==> config.mk <==
export PLATFORM = sky130hd
export DESIGN_NAME = bncs_sqdist
export DESIGN_NICKNAME = d
export VERILOG_FILES = /design/src/sv/bncs_pkg.sv /design/src/sv/bncs_sqdist.sv
export SDC_FILE = /design/constraint.sdc
export NUM_CORES = 2
export LEC_CHECK = 0
export ABC_AREA = 1
export BUFFER_PORTS_ARGS = -buffer_cell sky130_fd_sc_hd__buf_4
export CAP_MARGIN = 10
export CORE_ASPECT_RATIO = 1.25
export CORE_UTILIZATION = 41
export DETAILED_ROUTE_END_ITERATION = 10
export PLACE_DENSITY = 0.58
export SETUP_SLACK_MARGIN = 0.1
export SYNTH_ARGS = -nofsm -noshare
export SYNTH_HDL_FRONTEND = slang
export SYNTH_SLANG_ARGS = --single-unit
==> constraint.sdc <==
create_clock -name clk -period 10 [get_ports clk]
set_clock_uncertainty 0.05 [all_clocks]
set_input_delay 1 -clock clk [delete_from_list [all_inputs] [get_ports clk]]
set_output_delay 1 -clock clk [all_outputs]
set_load 0.02 [all_outputs]
==> src/sv/bncs_pkg.sv <==
`timescale 1ns / 1ps
`default_nettype none

package bncs_pkg;

  localparam int CoordW    = 24;
  localparam int DiffW     = CoordW + 1;
  localparam int MagW      = CoordW;
  localparam int SqW       = 2 * MagW;
  localparam int D2W       = SqW + 2;
  localparam int RootW     = D2W / 2;
  localparam int RemW      = RootW + 2;
  localparam int SqrtSteps = RootW;
  localparam int Axes      = 3;
  localparam int IdxW      = 3;

  typedef logic signed [CoordW-1:0] coord_t;
  typedef coord_t [Axes-1:0]        vec3_t;
  typedef logic [MagW-1:0]          mag_t;
  typedef mag_t [Axes-1:0]          mag3_t;
  typedef logic [IdxW-1:0]          idx_t;
  typedef logic [D2W-1:0]           d2_t;
  typedef logic [RootW-1:0]         root_t;

  typedef struct packed {
    idx_t   idx;
    coord_t cx;
    coord_t cy;
    coord_t cz;
  } corner_tag_t;

endpackage

`default_nettype wire

==> src/sv/bncs_sqdist.sv <==
`timescale 1ns / 1ps
`default_nettype none

module bncs_sqdist (
  input  wire                       clk,
  input  wire                       rst_n,
  input  wire                       in_vld,
  output logic                      in_rdy,
  input  bncs_pkg::corner_tag_t     in_tag,
  input  bncs_pkg::mag3_t           in_mag,
  output logic                      out_vld,
  input  wire                       out_rdy,
  output bncs_pkg::corner_tag_t     out_tag,
  output bncs_pkg::d2_t             out_d2
);
  import bncs_pkg::*;

  logic              en4, en5;
  logic              s4_vld_r;
  logic [SqW-1:0]    s4_sq_r [Axes];
  logic [SqW-1:0]    sq_nxt [Axes];
  corner_tag_t       s4_tag_r;
  logic              s5_vld_r;
  d2_t               s5_d2_r;
  d2_t               d2_nxt;
  corner_tag_t       s5_tag_r;

  assign en5    = !s5_vld_r || out_rdy;
  assign en4    = !s4_vld_r || en5;
  assign in_rdy = en4;

  always_comb begin
    for (int k = 0; k < Axes; k++) begin
      sq_nxt[k] = in_mag[k] * in_mag[k];
    end
  end

  assign d2_nxt = D2W'(s4_sq_r[0]) + D2W'(s4_sq_r[1]) + D2W'(s4_sq_r[2]);

  always_ff @(posedge clk) begin
    if (!rst_n) begin
      s4_vld_r <= 1'b0;
      s5_vld_r <= 1'b0;
    end else begin
      if (en4) s4_vld_r <= in_vld;
      if (en5) s5_vld_r <= s4_vld_r;
    end
  end

  always_ff @(posedge clk) begin
    if (en4 && in_vld) begin
      s4_sq_r  <= sq_nxt;
      s4_tag_r <= in_tag;
    end
    if (en5 && s4_vld_r) begin
      s5_d2_r  <= d2_nxt;
      s5_tag_r <= s4_tag_r;
    end
  end

  assign out_vld = s5_vld_r;
  assign out_tag = s5_tag_r;
  assign out_d2  = s5_d2_r;

  a_d2_range: assert property (@(posedge clk) disable iff (!rst_n)
    s5_vld_r |-> s5_d2_r[D2W-1:D2W-2] != 2'b11)
    else $error("squared distance above three squared axis spans");

endmodule

`default_nettype wire

==> metrics.md <==
| Metric | Value |
|---|---|
| Worst-Margin Slew | `0.969 ns` |
| Die Y | `approximately 460 µm` |
| Fillers | `16.3k` |
| Clk root buf | `clkbuf_16` |
| Buffer depth of the longest clock path | `3` |
| Period utilisation layout | `69.7%` |
| Hold slack | `roughly 0.36 ns` |
| Initial DRC count | `approximately 2.5k` |
| Post-DP HPWL | `151 mm` |
| Critical path's slowest cell | `fa_1` |
| Seq/Total Area, Yosys | `15.1%` |
| Unrepaired setup endpoints after global routing | `false` |
| Die X | `367 µm` |
| Largest net degree at the start of global routing | `95` |
| First-pass GRT wire length | `around 290 mm` |
| Max Fclk | `~0.14 GHz` |
| Top-Level Pins | `278` |
| Die area | `roughly 170000 µm²` |
| CP delay by family, top | `adder cells` |
| Max-cap violations | `0` |
| Commonest non-fill, non-tap cell in the layout | `inv_1` |
| Post-route cell area | `73800 µm²` |
| ANT nets after route | `0` |
| Crit path largest cell delay | `0.58 ns` |
| WP buf/inv | `9` |
| Drt total wl | `176 mm` |
| Ant diodes | `0` |
| Syn Area/Cell | `slightly above 8 µm²` |
| CP max FO | `24` |
| Clock transition at path regs | `0.06 ns` |
| Final Max Tran Viols | `0` |
| Area of the multi-input gates | `46900 µm²` |
| Final worst setup slack | `3.03 ns` |
| Initial core utilization | `41.5%` |
| Vias in the first global route | `53.8k` |
| Vias per cell | `4.64` |
| # setup viols final | `0` |
| Yosys top cell area share | `38.6%` |
| Worst EP arrival | `7.21 ns` |
| Rows | `166` |
| TritonCTS Buffers | `39` |
| H-Tree Depth | `2` |
| DR vias | `~49k` |
| Overflow after GRT | `0` |
| EDFF count, synth | `341` |
| Post_cts resized | `0` |
| Data required, critical path | `approximately 10 ns` |
| Cells after Synth | `8286` |
| Crit end category | `register` |
| Storage element area | `10300 µm²` |
| Place WS | `2.46 ns` |
| Hold Crit Class | `reg -> reg` |
| Layout cells sized above 1 | `5.33%` |
| Gr usage total | `21.6%` |
| Hold Fails Final Rpt | `0` |
| Seq cells post-synth | `343` |
| # hold bufs at CTS | `0` |
| Routed WL per cell | `about 16 µm` |
| Unique masters post-synth | `35` |
| Most frequent cells in the layout | `inv_1 (2782), nand2_1 (2218), fa_1 (1313)` |
| Asr flop ratio synth | `0%` |
| Most used DFF post-synth | `edfxtp_1` |
| Setup Buffers After CTS | `0` |
| Clock Latency Late Sink | `0.56 ns` |
| Final nets | `10.5k` |
| Slew headroom | `35.4%` |
| Layout area overhead | `8.22%` |
| Core Footprint | `164000 µm²` |
| Residual DRC count | `0` |
| Setup TNS | `0 ns` |
| Most used cell along the critical path | `inv_1` |
| Yosys warnings | `0` |
| Synth Cell Area | `slightly below 70000 µm²` |
| Crit path kind | `in -> reg` |
| Post-place instance area | `around 72000 µm²` |
| Initial antenna violation count | `3` |
| Initial DRT Pass Iterations | `5` |
| Top cell type by total area after synthesis | `fa_1` |
| Synth area leaders | `fa_1 (39%), inv_1 (15%), edfxtp_1 (15%)` |
| Final Critical Period | `6.97 ns` |
| CP startpoint kind | `input pin` |
| CTS tree | `yes` |
| CTS Sinks | `343` |
| PortBufs | `about 280` |
| Gp weighted congestion | `around 0.96` |
| Status | `finished, final reports clean` |
[area by class of cell]
type	instances	area share, %
clock buffers	51	1.41
clock inverters	19	0.329
inverters	2790	14.2
multi-input cells	5008	63.6
flip-flops and latches	343	13.9
well taps	2184	3.70
repair buffers	281	2.86
[stage by stage]
step | util [%] | cells
final | 44.9 | 10676
after global routing | 44.9 | 10676
after CTS | 44.9 | 10676
after detailed placement | 44.1 | 10606
after global placement | 44.1 | 10606
after floorplan | - | 8288
[cells by family (layout without fill, tap and decap cells)]
family          Yosys count  count (layout)  share of synthesized area [%]
other cells               1               3                        0.00550
fa+ha+maj              1888            1888                           49.1
flops                   343             343                           15.1
simple gates           2802            2802                           16.4
buf+inv                2937            3141                           16.2
xor+xnor                141             141                           1.81
compound gates          174             174                           1.41
[sequential cells by signal, summed over array words and instances (netlist names)]
name      count
out_d2       50
out_tag      75
out_vld       1
s4_sq_r     141
s4_tag_r     75
s4_vld_r      1
[metal layers]
layer / wire length (µm) / up-vias / GRT usage [%]
li1: - / 23759 / -
met1: 73000 / 24432 / 27.2
met2: 91100 / 1073 / 39.7
met3: 6810 / 228 / 1.45
met4: 4850 / 0 / 5.68
met5: 0 / - / 0
[path summary, 6_finish.rpt]
kind	from	end	slack (ns)	cells after the start
max reg2reg	s4_sq_r[76]	out_d2[49]	7.01	10
min reg2reg	s4_tag_r[72]	out_tag[72]	0.36	0
max	in_mag[38]	s4_sq_r[77]	3.03	26
min	s4_tag_r[72]	out_tag[72]	0.36	0
[synthesized netlist by cell type, types with 6 or more instances]
master       n
xor2_1     102
nand2_2     19
nand2_1   2218
nor2_1     300
nor3_1      16
edfxtp_1   341
a31oi_1     12
nand3_1    124
nand4_1     27
ha_1       575
nor2_2      45
and2_1       6
nand3_2     28
or2_2        6
xnor2_1     39
inv_2        7
clkbuf_1   147
a21oi_1    123
o21bai_1    21
o21ai_0      9
fa_1      1313
inv_1     2783
[worst register-to-register path, cell delays in order (launching register included)]
cell and delay, ns:
edfxtp_1 0.53, fa_1 0.45, ha_1 0.48, nand2_1 0.12
inv_1 0.08, nand2_1 0.12, o21bai_1 0.33, nor2_1 0.12
nand2_1 0.15, nand2_1 0.06, nand2_1 0.27
Power is left out: the tool's default activity adds up to more than one toggle a clock period on the data nets, which glitch-free logic cannot reach.
