### src/sv/bncs_pkg.sv
`timescale 1ns / 1ps
`default_nettype none

package bncs_pkg;

  localparam int CoordW    = 24;
  localparam int DiffW     = CoordW + 1;
  localparam int MagW      = CoordW;
  localparam int SqW       = 2 * MagW;
  localparam int D2W       = SqW + 2;
  localparam int RootW     = D2W / 2;
  localparam int RemW      = RootW + 2;
  localparam int SqrtSteps = RootW;
  localparam int Axes      = 3;
  localparam int IdxW      = 3;

  typedef logic signed [CoordW-1:0] coord_t;
  typedef coord_t [Axes-1:0]        vec3_t;
  typedef logic [MagW-1:0]          mag_t;
  typedef mag_t [Axes-1:0]          mag3_t;
  typedef logic [IdxW-1:0]          idx_t;
  typedef logic [D2W-1:0]           d2_t;
  typedef logic [RootW-1:0]         root_t;

  typedef struct packed {
    idx_t   idx;
    coord_t cx;
    coord_t cy;
    coord_t cz;
  } corner_tag_t;

endpackage

`default_nettype wire

### src/sv/bncs_isqrt.sv
`timescale 1ns / 1ps
`default_nettype none

module bncs_isqrt (
  input  wire                       clk,
  input  wire                       rst_n,
  input  wire                       in_vld,
  output logic                      in_rdy,
  input  bncs_pkg::corner_tag_t     in_tag,
  input  bncs_pkg::d2_t             in_d2,
  output logic                      out_vld,
  input  wire                       out_rdy,
  output bncs_pkg::corner_tag_t     out_tag,
  output bncs_pkg::root_t           out_root
);
  import bncs_pkg::*;

  logic [SqrtSteps-1:0] vld_r;
  logic [SqrtSteps:0]   en;
  logic [RemW-1:0]      rem_r  [SqrtSteps];
  root_t                root_r [SqrtSteps];
  d2_t                  rad_r  [SqrtSteps];
  corner_tag_t          tag_r  [SqrtSteps];

  assign en[SqrtSteps] = out_rdy;
  assign in_rdy        = en[0];

  for (genvar i = 0; i < SqrtSteps; i++) begin : g_step
    logic            prv_vld;
    logic [RemW-1:0] prv_rem;
    root_t           prv_root;
    d2_t             prv_rad;
    corner_tag_t     prv_tag;
    logic [RemW+1:0] rem_sh;
    logic [RemW+1:0] trial;
    logic [RemW+1:0] diff;
    logic            ge;
    logic [RemW-1:0] rem_nxt;
    root_t           root_nxt;
    d2_t             rad_nxt;

    if (i == 0) begin : g_first
      assign prv_vld  = in_vld;
      assign prv_rem  = '0;
      assign prv_root = '0;
      assign prv_rad  = in_d2;
      assign prv_tag  = in_tag;
    end else begin : g_next
      assign prv_vld  = vld_r[i-1];
      assign prv_rem  = rem_r[i-1];
      assign prv_root = root_r[i-1];
      assign prv_rad  = rad_r[i-1];
      assign prv_tag  = tag_r[i-1];
    end

    assign en[i]    = !vld_r[i] || en[i+1];
    assign rem_sh   = {prv_rem, prv_rad[D2W-1 -: 2]};
    assign trial    = {{(RemW-RootW){1'b0}}, prv_root, 2'b01};
    assign ge       = (rem_sh >= trial);
    assign diff     = rem_sh - trial;
    assign rem_nxt  = ge ? diff[RemW-1:0] : rem_sh[RemW-1:0];
    assign root_nxt = {prv_root[RootW-2:0], ge};
    assign rad_nxt  = {prv_rad[D2W-3:0], 2'b00};

    always_ff @(posedge clk) begin
      if (!rst_n) begin
        vld_r[i] <= 1'b0;
      end else if (en[i+1] || !vld_r[i]) begin
        vld_r[i] <= prv_vld;
      end
    end

    always_ff @(posedge clk) begin
      if (en[i] && prv_vld) begin
        rem_r[i]  <= rem_nxt;
        root_r[i] <= root_nxt;
        rad_r[i]  <= rad_nxt;
        tag_r[i]  <= prv_tag;
      end
    end
  end

  assign out_vld  = vld_r[SqrtSteps-1];
  assign out_tag  = tag_r[SqrtSteps-1];
  assign out_root = root_r[SqrtSteps-1];

  a_root_rem: assert property (@(posedge clk) disable iff (!rst_n)
    vld_r[SqrtSteps-1] |->
      rem_r[SqrtSteps-1] <= {{(RemW-RootW-1){1'b0}}, root_r[SqrtSteps-1], 1'b0})
    else $error("root remainder exceeds twice the root");

endmodule

`default_nettype wire

### config.mk
export PLATFORM = sky130hd
export DESIGN_NAME = bncs_isqrt
export DESIGN_NICKNAME = d
export VERILOG_FILES = /design/src/sv/bncs_pkg.sv /design/src/sv/bncs_isqrt.sv
export SDC_FILE = /design/constraint.sdc
export NUM_CORES = 2
export LEC_CHECK = 0
export BUFFER_PORTS_ARGS = -buffer_cell sky130_fd_sc_hd__buf_2
export CAP_MARGIN = 30
export CORE_ASPECT_RATIO = 0.6
export CORE_MARGIN = 2
export CORE_UTILIZATION = 50
export CTS_CLUSTER_DIAMETER = 60
export DETAILED_ROUTE_END_ITERATION = 16
export GPL_ROUTABILITY_DRIVEN = 1
export PLACE_DENSITY = 0.66
export SYNTH_ARGS = -nofsm -noshare
export SYNTH_HDL_FRONTEND = slang
export SYNTH_MEMORY_MAX_BITS = 65536
export SYNTH_SLANG_ARGS = --single-unit
### constraint.sdc
create_clock -name clk -period 34.2 [get_ports clk]
set_input_delay 5.13 -clock clk [delete_from_list [all_inputs] [get_ports clk]]
set_output_delay 5.13 -clock clk [all_outputs]
set_load 0.01 [all_outputs]
==> flow_metrics.tcl <==
set metrics [dict create \
    syn2layout_area_growth_pct 12.7 \
    pwr-share-comb_pct 0.6 \
    clkPwrFrac_pct 42.2 \
    yosysWarnings 0 \
    drc 0 \
    netSwitchingPower_uw 1530 \
    cts_buffer_depth 4 \
    whs_ns 0.360 \
    cp_max_fo 8 \
    synth_async_sr_flop_share_pct 0 \
    layout-drive-gt1-share_pct 10.8 \
    hold_path_class "reg -> reg" \
    swShare_pct 18.8 \
    crit_path_end_kind "output pin" \
    die_area_um2 260000 \
    synth-main-ff-cell "edfxtp_1" \
    wl_per_cell_um 19.9 \
    r2r-start "out_vld" \
    worst_r2r_endpoint "rad_r[0][8]" \
    chipWidth_um 657 \
    use_met3_pct 3.88 \
    grt_use_met2_pct 26.0 \
    core_um2 254000 \
    io_pins 231 \
    post-route-util_pct 56.9 \
    cts_setup_buffers 0 \
    synth_cells 7361 \
    critPathArrivalTime_ns 8.24 \
    setup_viol 0 \
    setup.worst_path.class "in -> out" \
    seq_area_frac_synth_pct 80.4 \
    hpwl_um 156000 \
    cts_buffers 312 \
    yosysTopAreaCell "edfxtp_1" \
    routed_wl_um 229000 \
    syn_area_um2 128000 \
    vias_per_cell 5.31 \
    ys_ff_latch 3436 \
    max_cap_violations 0 \
    cts_tree "done" \
    htreeDepth 5 \
    hold_start "tag_r[3][42]" \
    clk_pin_slew_ns 0.06 \
    grt-ovfl-total 0 \
    grt_most_used_layer "met1" \
    synth_most_common_cell "edfxtp_1" \
    p_leak_uw 0.0496 \
    cp.required_ns 29.07 \
    drt_iter0_drc 5849 \
    grt_pass1_vias 60800 \
    grtUsageTotal_pct 17.6 \
    clock-sinks 3436 \
    skew_ns 0.0911 \
    max_freq_mhz 74.8 \
    slew_violations 0 \
    holdPathStages 0 \
    grt_max_degree 146 \
    pwr-share-seq_pct 57.2 \
    r2r_slack_ns 29.24 \
    drt_pass1_iterations 8 \
    relSlewSlack_pct 33.4 \
    cts_hold_buf 0 \
    post-route-period-util_pct 39.1 \
    post_cts_resized 0 \
    holdPathEnd "tag_r[3][117]" \
    clock_latency_ns 0.86 \
    intPower_uw 6610 \
    dp.cells 11000 \
    p_per_area_nw_per_um2 56.4 \
    worstMarginPinSlew_ns 0.998 \
    synth_area_per_cell_um2 17.4 \
    port_buffers 230 \
    gp_congestion 0.991 \
    antenna_found_initial 18 \
    use_met1_pct 26.4 \
    hold_viol_final 0 \
    grt_pass1_wl_um 355000 \
    synth.top_cell.area_share_pct 80.0 \
    syn-num-nets 7842 \
    start_util_pct 50.4 \
    status "complete, no violations" \
    root_buffer "clkbuf_16" \
    peakVddDrop_mv 0.0405 \
    dieHeight_um 396 \
    stdcell_count 11600 \
    synth_edf_count 3411 \
    synth_commonest_cells "3,411 x edfxtp_1, 457 x inv_1, 352 x ha_1" \
    rsz0062_at_grt "no" \
    start_kind "input port" \
    yosys-top-cells-area "edfxtp_1 80%, ha_1 3.4%, xnor2_1 1.7%" \
    worst-r2r-cell-count 11 \
    rows 143 \
    nets 8379 \
    final.setup.tns_ns 0 \
    netlist-cell-type-count 86 \
    final_antenna_net_count 0 \
    final.min_clock_period_ns 13.37 \
    via_count 61300 \
]
[cells in the final DEF (no fill, tap or decap), drive strengths merged, types with 70 or more instances in the layout]
cell and n:
clkbuf 363, o21ai 294, a21o 111, nand2 346
nor2b 70, o21a 100, inv 470, nor2 316
clkinv 134, xor2 226, xnor2 245, buf 307
nand3 77, edfxtp 3411, ha 352, a21oi 320
nor3 146, nand2b 89
[layer usage]
metal / vias up / part of all wire, %
li1: 29100 / -
met1: 30200 / 47
met2: 1738 / 43
met3: 342 / 7.0
met4: 0 / 2.5
met5: - / 0
[through the flow]
| stage | total power [µW] | worst slack, ns | instance area (µm²) |
|---|---|---|---|
| 4_1_cts | 8240 | 20.86 | 144000 |
| 3_5_place_dp | 4800 | 20.87 | 134000 |
| 2_1_floorplan | 4770 | 16.31 | 128000 |
| 3_3_place_gp | 4790 | 20.90 | 134000 |
| 5_1_grt | 8410 | 20.67 | 144000 |
| 6_report | 8140 | 20.83 | 144000 |
[sequential cells by signal, summed over array words and instances (netlist names)]
| register | cells |
|---|---|
| out_vld | 1 |
| rad_r | 600 |
| rem_r | 611 |
| root_r | 325 |
| g_step.prv_vld | 24 |
| tag_r | 1875 |
[cell families after synthesis]
logic type / count (synthesis) / share of synthesized area, %
xor gates and xnor gates: 471 / 3.22
adders and majority gates: 352 / 3.44
muxes: 57 / 0.492
buffers and inverters: 543 / 1.61
DFF: 3436 / 80.4
and+or+nand+nor: 1402 / 5.52
other: 1 / 0.00293
AOI/OAI and AO/OA: 1099 / 5.35
[critical path, stage by stage]
cell     delay (ns)
buf_2          0.10
nor2b_1        0.45
and3_1         0.44
and3_1         0.41
and3_1         0.38
and3_1         0.32
and2_1         0.46
nand4_1        0.31
buf_2          0.24
[worst max-delay path by stage]
stage,start,endpoint,slack (ns),depth (start not counted)
after detailed placement,out_rdy,in_rdy,20.87,9
after global placement,out_rdy,in_rdy,20.90,9
final,out_rdy,in_rdy,20.83,9
after floorplan,out_rdy,rad_r[0][100],16.31,8
after CTS,out_rdy,in_rdy,20.86,9
after global routing,out_rdy,in_rdy,20.67,9
[layout make-up]
type / instances / area (µm²)
well taps: 3407 / 4260
clock inverters: 196 / 1950
flip-flops and latches: 3436 / 103000
diodes: 1 / 2.50
fillers: 18900 / 109000
clock buffers: 363 / 8140
repair buffers: 307 / 2060
inverters: 459 / 1720
multi-input cells: 3382 / 23300
[power groups by stage]
stage	clock (µW)	combinational [µW]	sequential (µW)
6_report	3430	51.4	4660
2_1_floorplan	0	31.2	4740
3_3_place_gp	0	47.9	4750
3_5_place_dp	0	51.2	4750
4_1_cts	3530	51.3	4660
5_1_grt	3700	57.9	4660
Note: power is estimated with default switching activity, not from simulation.
