==> config.mk <==
export PLATFORM = sky130hd
export DESIGN_NAME = bncs_corner
export DESIGN_NICKNAME = d
export VERILOG_FILES = /design/src/sv/bncs_pkg.sv /design/src/sv/bncs_corner.sv
export SDC_FILE = /design/constraint.sdc
export NUM_CORES = 1
export LEC_CHECK = 0
export BUFFER_PORTS_ARGS = -buffer_cell sky130_fd_sc_hd__buf_2
export CORE_ASPECT_RATIO = 0.7
export CORE_MARGIN = 2
export CORE_UTILIZATION = 61
export CTS_CLUSTER_SIZE = 14
export DETAILED_ROUTE_END_ITERATION = 16
export GPL_TIMING_DRIVEN = 0
export PLACE_DENSITY = 0.82
export SYNTH_ARGS = -nofsm -noshare
export SYNTH_HDL_FRONTEND = slang
export SYNTH_SLANG_ARGS = --single-unit
==> constraint.sdc <==
create_clock -name clk -period 46.4 [get_ports clk]
set_input_delay 0 -clock clk [delete_from_list [all_inputs] [get_ports clk]]
set_output_delay 0 -clock clk [all_outputs]
set_load 0.02 [all_outputs]
==> src/sv/bncs_pkg.sv <==
`timescale 1ns / 1ps
`default_nettype none

package bncs_pkg;

  localparam int CoordW    = 24;
  localparam int DiffW     = CoordW + 1;
  localparam int MagW      = CoordW;
  localparam int SqW       = 2 * MagW;
  localparam int D2W       = SqW + 2;
  localparam int RootW     = D2W / 2;
  localparam int RemW      = RootW + 2;
  localparam int SqrtSteps = RootW;
  localparam int Axes      = 3;
  localparam int IdxW      = 3;

  typedef logic signed [CoordW-1:0] coord_t;
  typedef coord_t [Axes-1:0]        vec3_t;
  typedef logic [MagW-1:0]          mag_t;
  typedef mag_t [Axes-1:0]          mag3_t;
  typedef logic [IdxW-1:0]          idx_t;
  typedef logic [D2W-1:0]           d2_t;
  typedef logic [RootW-1:0]         root_t;

  typedef struct packed {
    idx_t   idx;
    coord_t cx;
    coord_t cy;
    coord_t cz;
  } corner_tag_t;

endpackage

`default_nettype wire

==> src/sv/bncs_corner.sv <==
`timescale 1ns / 1ps
`default_nettype none

module bncs_corner (
  input  wire                       clk,
  input  wire                       rst_n,
  input  wire                       in_vld,
  output logic                      in_rdy,
  input  bncs_pkg::vec3_t           in_pnt,
  input  bncs_pkg::vec3_t           in_lo,
  input  bncs_pkg::vec3_t           in_hi,
  output logic                      out_vld,
  input  wire                       out_rdy,
  output bncs_pkg::corner_tag_t     out_tag,
  output bncs_pkg::mag3_t           out_mag
);
  import bncs_pkg::*;

  logic en1, en2, en3;

  logic                 s1_vld_r;
  logic [DiffW-1:0]     s1_dlo_r [Axes];
  logic [DiffW-1:0]     s1_dhi_r [Axes];
  vec3_t                s1_lo_r, s1_hi_r;
  logic [DiffW-1:0]     dlo_nxt [Axes];
  logic [DiffW-1:0]     dhi_nxt [Axes];

  logic                 s2_vld_r;
  mag3_t                s2_mlo_r, s2_mhi_r;
  vec3_t                s2_lo_r, s2_hi_r;
  mag3_t                mlo_nxt, mhi_nxt;
  logic [DiffW-1:0]     neg_lo, neg_hi;

  logic                 s3_vld_r;
  corner_tag_t          s3_tag_r;
  mag3_t                s3_mag_r;
  logic [Axes-1:0]      sel_nxt;
  vec3_t                c_nxt;
  mag3_t                m_nxt;

  assign en3    = !s3_vld_r || out_rdy;
  assign en2    = !s2_vld_r || en3;
  assign en1    = !s1_vld_r || en2;
  assign in_rdy = en1;

  always_comb begin
    for (int k = 0; k < Axes; k++) begin
      dlo_nxt[k] = {in_pnt[k][CoordW-1], in_pnt[k]} - {in_lo[k][CoordW-1], in_lo[k]};
      dhi_nxt[k] = {in_pnt[k][CoordW-1], in_pnt[k]} - {in_hi[k][CoordW-1], in_hi[k]};
    end
  end

  always_comb begin
    neg_lo = '0;
    neg_hi = '0;
    for (int k = 0; k < Axes; k++) begin
      neg_lo     = ~s1_dlo_r[k] + DiffW'(1);
      neg_hi     = ~s1_dhi_r[k] + DiffW'(1);
      mlo_nxt[k] = s1_dlo_r[k][DiffW-1] ? neg_lo[MagW-1:0] : s1_dlo_r[k][MagW-1:0];
      mhi_nxt[k] = s1_dhi_r[k][DiffW-1] ? neg_hi[MagW-1:0] : s1_dhi_r[k][MagW-1:0];
    end
  end

  // take the upper bound on a tie
  always_comb begin
    for (int k = 0; k < Axes; k++) begin
      sel_nxt[k] = (s2_mhi_r[k] <= s2_mlo_r[k]);
      c_nxt[k]   = sel_nxt[k] ? s2_hi_r[k] : s2_lo_r[k];
      m_nxt[k]   = sel_nxt[k] ? s2_mhi_r[k] : s2_mlo_r[k];
    end
  end

  always_ff @(posedge clk) begin
    if (!rst_n) begin
      s1_vld_r <= 1'b0;
      s2_vld_r <= 1'b0;
      s3_vld_r <= 1'b0;
    end else begin
      if (en1) s1_vld_r <= in_vld;
      if (en2) s2_vld_r <= s1_vld_r;
      if (en3) s3_vld_r <= s2_vld_r;
    end
  end

  always_ff @(posedge clk) begin
    if (en1 && in_vld) begin
      s1_dlo_r <= dlo_nxt;
      s1_dhi_r <= dhi_nxt;
      s1_lo_r  <= in_lo;
      s1_hi_r  <= in_hi;
    end
    if (en2 && s1_vld_r) begin
      s2_mlo_r <= mlo_nxt;
      s2_mhi_r <= mhi_nxt;
      s2_lo_r  <= s1_lo_r;
      s2_hi_r  <= s1_hi_r;
    end
    if (en3 && s2_vld_r) begin
      s3_tag_r.idx <= {sel_nxt[0], sel_nxt[1], sel_nxt[2]};
      s3_tag_r.cx  <= c_nxt[0];
      s3_tag_r.cy  <= c_nxt[1];
      s3_tag_r.cz  <= c_nxt[2];
      s3_mag_r     <= m_nxt;
    end
  end

  assign out_vld = s3_vld_r;
  assign out_tag = s3_tag_r;
  assign out_mag = s3_mag_r;

  a_corner_hold: assert property (@(posedge clk) disable iff (!rst_n)
    s3_vld_r && !out_rdy |=> s3_vld_r && $stable(s3_mag_r) && $stable(s3_tag_r))
    else $error("corner stage lost a stalled word");

endmodule

`default_nettype wire

==> impl_results.md, run 1 <==
- Largest net degree at the start of global routing: 35
- CTS tree: yes
- I/O pins: 369
- Max frequency: 284 MHz
- First-pass GRT wire length: 137,000 um
- Die ar.: 0.0604 mm2
- Final core utilization: 74.8%
- Min cycle time layout: 3.52 ns
- Crit. End Element: register
- CTS Sinks: 732
- CTS Hold Buffers Added: 223
- Mapped Cells: 2,662
- RSZ-0062 raised after global routing: no
- Buf/Inv on CP: 1
- Setup TNS: 0 ns
- Final WL: 91,300 um
- Std-Cell Rows: 74
- Leak: 17.4 nW
- Placer Congestion: 0.924
- Most used DFF post-synth: edfxtp_1
- 1st-pass router iterations: 6
- Slew of the pin with the lowest slew margin: 1.03 ns
- CP max stage cell: clkbuf_1
- Worst EP arrival: 3.87 ns
- NumNets Final: 3,800
- Post-CTS Setup Repair Bufs: 0
- Die Ht: 206 um
- Clk root buf: clkbuf_16
- Max incr delay on CP: 0.79 ns
- Clock Skews: 0.0266 ns
- Vias per std cell: 5.88
- Met2 Use GR: 49.5%
- Syn avg cell area: 13.4 um2
- Max IR drop VDD: 42.2 uV
- CP delay by family, top: compound AO/OA/AOI/OAI gates
- IO Port Bufs: 368
- Yosys Warn Count: 0
- Routed length per placed instance: 21.9 um
- Syn_nets: 3,110
- Vias: 24.5k
- Netlist cell types: 71
- Commonest non-fill, non-tap cell in the layout: edfxtp_1
- Asr flop ratio synth: 0%
- DIE WIDTH: 293 um
- Drt drc: 0
- Worst EP required: 46.74 ns
- Met3 Use GR: 5.20%
- CP Max Fanout: 10
- Initial Utilization: 61.4%
- Core area: 0.0581 mm2
- Clk_lat worst skew: 0.61 ns
- FF+latch count, synth: 732
- Hold Path Depth: 4
- Post-synth EDFFs: 729
- Worst r2r path cells: 10
- CTS Buffer Depth: 3
- Final period utilization: 7.59%
- CP Cell Sequence: ha_1 -> nor2b_1 -> o21ai_0 -> nand2b_1 -> a21oi_1 -> o21ai_0 -> a21oi_1 -> a22o_1 -> clkbuf_1 -> mux2_2
- Critical path depth: 10
- Fin. Hold Viols: 0
- Vias in the first global route: 24.8k
- Routed Antenna Nets: 0
- Power Density: 40.0 mW/mm2
- Antenna violations before repair: 8
- Min-delay worst type: in2reg
- Max cap viols: 0
- Post_cts resized: 0
- Clk pin slew, worst setup/hold paths: 0.07 ns
- Initial DRC count: 2,391
- GRT Overall Usage: 29.8%
- Critical path class: reg2reg
- Synth Cell Area: 0.0356 mm2
- Area added between synthesis and finish: 22.0%
- GR Overflow Total: 0
- Share of layout cells above drive strength 1: 19.6%
- Startpoint types: register
- GRT busiest layer: met2
- Post-synthesis sequential area ratio: 61.6%
- Setup-failing EPs final: 0
- Max-slew violations: 0
- CTS Buf Count: 70
- Most frequent cells in the layout: 729 x edfxtp_1, 373 x buf_2, 273 x inv_1, 223 x dlygate4sd3_1, 222 x ha_1
- Worst slew margin: 31.4%
- DP HPWL: 64,500 um
- H-Tree Depth: 3
- Status: finished, final reports clean
- Global routing usage on met1: 40.3%
[final cells by class]
type	count	area, um2
fill	3541	14600
sequential	732	22000
timing repair buffer	618	4620
multi-input combinational	1624	12600
tap	760	951
clock inverter	33	265
buffer	33	130
antenna	6	15.0
clock buffer	93	1930
inverter	273	1020
[Yosys cell counts (all sizes together) (4+ instances only)]
cell type	n	area share, %
or2	11	0.19
a221oi	4	0.098
nor3	37	0.52
edfxtp	729	61
inv	273	2.9
a211oi	12	0.27
o311ai	8	0.22
nand4	25	0.44
fa	6	0.34
o41ai	16	0.44
o21ai	118	1.7
mux2	144	4.6
nand2b	44	0.79
o31ai	33	0.71
nor2b	35	0.61
o211ai	10	0.21
o22ai	4	0.070
xnor2	178	4.4
a31oi	16	0.28
nand3	25	0.35
and2	8	0.14
o2111ai	5	0.12
nor4	23	0.42
a2111oi	5	0.12
nor2	116	1.2
a21boi	11	0.23
a21oi	114	1.6
o21bai	17	0.36
nand2	126	1.3
or4	13	0.31
and3	8	0.14
or3	14	0.25
xor2	70	1.7
buf	5	0.070
o21a	39	0.82
clkbuf	28	0.30
nand3b	4	0.084
a21o	69	1.5
ha	222	7.8
[final timing paths]
path                                        startpoint                    end  slack (ns)
worst min register to register   s1_hi_r[68]$_DFFE_PP_  s2_hi_r[68]$_DFFE_PP_        0.41
worst max-delay path            s2_mhi_r[49]$_DFFE_PP_  out_mag[49]$_DFFE_PP_       42.88
worst max register to register  s2_mhi_r[49]$_DFFE_PP_  out_mag[49]$_DFFE_PP_       42.88
worst min-delay path                        in_pnt[49]  s1_dlo_r[1]$_DFFE_PP_        0.03
[where the power goes]
group | internal, mW | switching (mW)
Sequential | 0.815 | 0.0389
Clock | 0.316 | 0.247
Combinational | 0.143 | 0.178
Total | 1.27 | 0.464
[metrics by stage]
step,cell area [um2],worst slack [ns],instances,total power [mW],hold WS (ns)
3_3_place_gp,38400,15.02,3790,1.16,0.193
4_1_cts,43400,43.08,4166,1.73,0.00499
2_1_floorplan,35600,23.74,2662,1.07,0.0989
5_1_grt,43400,42.80,4170,1.80,0.0394
3_5_place_dp,39000,43.06,3817,1.16,0.192
6_report,43400,42.88,4172,1.74,0.0334
[worst reg2reg max path, stage by stage, from the launching register on]
cell and delay [ns]:
edfxtp_1 0.42, ha_1 0.34, nor2b_1 0.15, o21ai_0 0.17
nand2b_1 0.09, a21oi_1 0.26, o21ai_0 0.15, a21oi_1 0.19
a22o_1 0.25, clkbuf_1 0.79, mux2_2 0.46
[logic make-up (layout without fill, tap and decap cells)]
group           after synthesis  count (layout)  share of synthesized area [%]
buf+inv                     306            1050                           3.24
fa+ha+maj                   228             228                           8.13
flops                       732             732                           61.6
compound gates              510             510                           9.43
simple gates                493             493                           6.90
mux                         145             145                           4.58
xor+xnor                    248             248                           6.10
other cells                   0               6                              0
[per-layer routing]
metal,routed length (um),vias to the layer above
met1,38200,12000
met4,2660,6
met3,6760,186
met2,43700,1113
met5,59,-
li1,-,11200
No activity file was read; power rests on OpenSTA's default activity.
==> run 2, diff against run 1 <==
--- a/config.mk
+++ b/config.mk
@@ -5,14 +5,15 @@
 export SDC_FILE = /design/constraint.sdc
 export NUM_CORES = 1
 export LEC_CHECK = 0
+export ABC_AREA = 1
 export BUFFER_PORTS_ARGS = -buffer_cell sky130_fd_sc_hd__buf_2
 export CORE_ASPECT_RATIO = 0.7
 export CORE_MARGIN = 2
-export CORE_UTILIZATION = 61
+export CORE_UTILIZATION = 54
 export CTS_CLUSTER_SIZE = 14
 export DETAILED_ROUTE_END_ITERATION = 16
 export GPL_TIMING_DRIVEN = 0
-export PLACE_DENSITY = 0.82
+export PLACE_DENSITY = 0.77
 export SYNTH_ARGS = -nofsm -noshare
 export SYNTH_HDL_FRONTEND = slang
 export SYNTH_SLANG_ARGS = --single-unit
==> constraint.sdc (replaced) <==
create_clock -name clk -period 3.1 [get_ports clk]
set_input_delay 0 -clock clk [delete_from_list [all_inputs] [get_ports clk]]
set_output_delay 0 -clock clk [all_outputs]
set_load 0.02 [all_outputs]
==> impl_results.md, run 2 <==
- RSZ-0062 raised after global routing: no
- Synth Cell Area: 0.0388 mm2 (+9.0%)
- CTS tree: yes
- Clk root buf: clkbuf_16
- Most frequent cells in the layout: 1,105 x nand2_1, 729 x edfxtp_1, 548 x inv_1, 392 x buf_2, 338 x nor2_1
- Max-slew violations: 0 (unchanged)
- Setup-failing EPs final: 0 (unchanged)
- Core area: 0.0714 mm2 (+23%)
- Setup TNS: 0 ns (unchanged)
- NumNets Final: 5,132 (+35%)
- IO Port Bufs: 368 (unchanged)
- DP HPWL: 89,900 um (+39%)
- Largest net degree at the start of global routing: 45 (+29%)
- Die Ht: 228 um (+11%)
- CTS Sinks: 732 (unchanged)
- Clock Skews: 0.0264 ns (-0.000234 ns)
- Hold Path Depth: 4 (unchanged)
- Initial Utilization: 54.4% (-7.0 points)
- H-Tree Depth: 3 (unchanged)
- Antenna violations before repair: 10 (+2)
- Max cap viols: 0 (unchanged)
- Max frequency: 366 MHz (+29%)
- CTS Buf Count: 72 (+2.9%)
- Vias in the first global route: 29.3k (+18%)
- Yosys Warn Count: 0 (unchanged)
- Share of layout cells above drive strength 1: 11.7% (-7.9 points)
- Multi-input logic area: 0.0145 mm2 (+16%)
- Worst EP required: 3.47 ns (-43.27 ns)
- Crit. End Element: register
- Worst r2r path cells: 12 (+2)
- Yosys top cell area share: 56.3% (-5.1 points)
- DP Area: 0.0423 mm2 (+8.5%)
- Commonest cells post-synth: 1,108 x nand2_1, 729 x edfxtp_1, 550 x inv_1, 339 x nor2_1, 284 x nand3_1
- Reg area: 0.0220 mm2 (about the same)
- Routed length per placed instance: 20.4 um (-6.8%)
- Post-synth EDFFs: 729 (unchanged)
- Fin Hold WS: 0.0333 ns (-0.000127 ns)
- Finished Cell Area: 0.0464 mm2 (+6.7%)
- Max IR drop VDD: 642 uV (+1400%)
- Hold path endpoint: s1_dhi_r[49]$_DFFE_PP_
- First-pass GRT wire length: 174,000 um (+27%)
- Max incr delay on CP: 0.45 ns (-0.34 ns)
- Placed insts: 5,393 (+41%)
- Min cycle time layout: 2.73 ns (-0.795 ns)
- Syn_nets: 4,488 (+44%)
- Fin cells: 5,703 (+37%)
- Crit path top cell by count: nand2_1
- FF+latch count, synth: 732 (unchanged)
- Vias per std cell: 5.43 (-7.7%)
- Flop2flop setup slack: 0.37 ns (-42.51 ns)
- Pwr Total: 26.3 mW (+1400%)
- CP Max Fanout: 10 (unchanged)
- Placer Congestion: 0.994 (+7.6%)
- Critical path class: reg2reg
- Routed Antenna Nets: 0 (unchanged)
- Syn avg cell area: 9.62 um2 (-28%)
- Final WL: 116,000 um (+27%)
- Std-Cell Rows: 82 (+11%)
- CP Cell Sequence: ha_1 -> nand2_1 -> nor2_1 -> nand2_1 -> nor2_2 -> nand2_1 -> nand3_2 -> nand2_2 -> buf_4 -> buf_6 -> nand2_1 -> nand2_1
- Post-CTS Setup Repair Bufs: 0 (unchanged)
- Buf/Inv on CP: 2 (+1)
- Asr flop ratio synth: 0% (unchanged)
- Fin. Hold Viols: 0 (unchanged)
- Commonest non-fill, non-tap cell in the layout: nand2_1
- CP delay by family, top: simple AND/OR/NAND/NOR gates
- Startpoint types: register
- Slew of the pin with the lowest slew margin: 1.05 ns (+0.0167 ns)
- Netlist cell types: 38 (-46%)
- GRT Overall Usage: 31.2% (+1.4 points)
- Fillcell total: 5,655 (+60%)
- Worst slew margin: 30.2% (-1.3 points)
- Final period utilization: 88.0% (+80 points)
- GR Overflow Total: 0 (unchanged)
- Drt drc: 0 (unchanged)
- Leading area contributor after synthesis: edfxtp_1
- 1st-pass router iterations: 6 (unchanged)
- Worst Hold Launch: in_pnt[47]
- Most common cell in the netlist: nand2_1
- I/O pins: 369 (unchanged)
- CTS Buffer Depth: 3 (unchanged)
- Post-synthesis sequential area ratio: 56.5% (-5.1 points)
- Clk pin slew, worst setup/hold paths: 0.07 ns (about the same)
- Status: finished, final reports clean
- Mapped Cells: 4,040 (+52%)
- Top cells by area, synth: edfxtp_1 56%, nand2_1 11%, ha_1 7.1%, inv_1 5.3%, nand3_1 3.7%
- CP max stage cell: edfxtp_1
- Vias: 30.9k (+26%)
- Post_cts resized: 0 (unchanged)
- Worst EP arrival: 3.10 ns (-0.77 ns)
- CTS Hold Buffers Added: 183 (-18%)
- Worst r2r dst: out_mag[58]$_DFFE_PP_
- Initial DRC count: 3,664 (+53%)
- Area added between synthesis and finish: 19.4%
- DIE WIDTH: 325 um (+11%)
- Most used DFF post-synth: edfxtp_1
- Die ar.: 0.0741 mm2 (+23%)
- Clk_lat worst skew: 0.63 ns (+0.02 ns)
- Power Density: 566 mW/mm2 (+1300%)
- Reg2Reg Launch Point: s2_mhi_r[71]$_DFFE_PP_
- Min-delay worst type: in2reg
- Leak: 20.8 nW (+20%)
[run 2: cell types whose count changed after synthesis, moves of 69 or more]
cell     delta
xor2_1     +69
nand2_1   +983
mux2_2    -144
a21oi_1    +95
nand3_1   +259
nor2_1    +223
inv_1     +277
xnor2_1   -117
[run 2: tightest hold or removal path: cells and delay by family]
family	cells	cell delay (ns)
fa+ha+maj	1	0.25
simple gates	2	0.19
buf+inv	1	0.12
[run 2: through the flow]
stage	worst slack, ns	utilization, %
6_report	0.371	64.9
2_1_floorplan	-2.47	-
4_1_cts	0.493	64.9
3_3_place_gp	-4.56	58.7
5_1_grt	0.290	64.9
3_5_place_dp	0.505	59.3
[run 2: cell type report]
class / count / area share, %
clock buffers: 92 / 4.19
flip-flops and latches: 732 / 47.4
clock inverters: 29 / 0.561
repair buffers: 570 / 8.76
diodes: 6 / 0.0324
plain buffers: 65 / 0.737
multi-input cells: 2693 / 31.3
inverters: 550 / 4.47
well taps: 966 / 2.61
[run 2: cells by family (layout without fill, tap and decap cells)]
kind of cell	after synthesis	in the layout	synth area share [%]
AO/OA/AOI/OAI	385	385	5.31
XOR/XNOR	200	200	4.51
adder cells (fa/ha/maj)	228	228	7.46
buffers and inverters	615	1306	6.19
flip-flops	732	732	56.5
other	0	6	0
AND/OR/NAND/NOR	1880	1880	20.0
[run 2: power by group]
part	internal, mW	switching, mW	leakage (nW)
combinational	1.78	3.54	12.8
sequential	12.0	0.492	6.97
clock	4.75	3.68	1.06
total	18.5	7.71	20.8
[run 2: how the worst max path moves through the flow]
stage                                 startpoint               endpoint  depth (start not counted)
after global placement      out_vld$_SDFFE_PN0P_  s1_hi_r[47]$_DFFE_PP_                          5
after detailed placement  s2_mhi_r[23]$_DFFE_PP_   out_mag[0]$_DFFE_PP_                          9
after CTS                 s2_mhi_r[23]$_DFFE_PP_   out_mag[0]$_DFFE_PP_                          9
final                     s2_mhi_r[71]$_DFFE_PP_  out_mag[58]$_DFFE_PP_                         12
after floorplan             out_vld$_SDFFE_PN0P_  s1_dhi_r[0]$_DFFE_PP_                          5
after global routing      s2_mhi_r[23]$_DFFE_PP_   out_mag[0]$_DFFE_PP_                          9
[run 2: metal layers]
metal	GRT usage, %	wire (um)	up-vias
met4	8.98	3130	8
met1	47.4	52900	14400
met5	0	54	-
met2	43.7	47200	1515
li1	-	-	14800
met3	8.21	13100	189
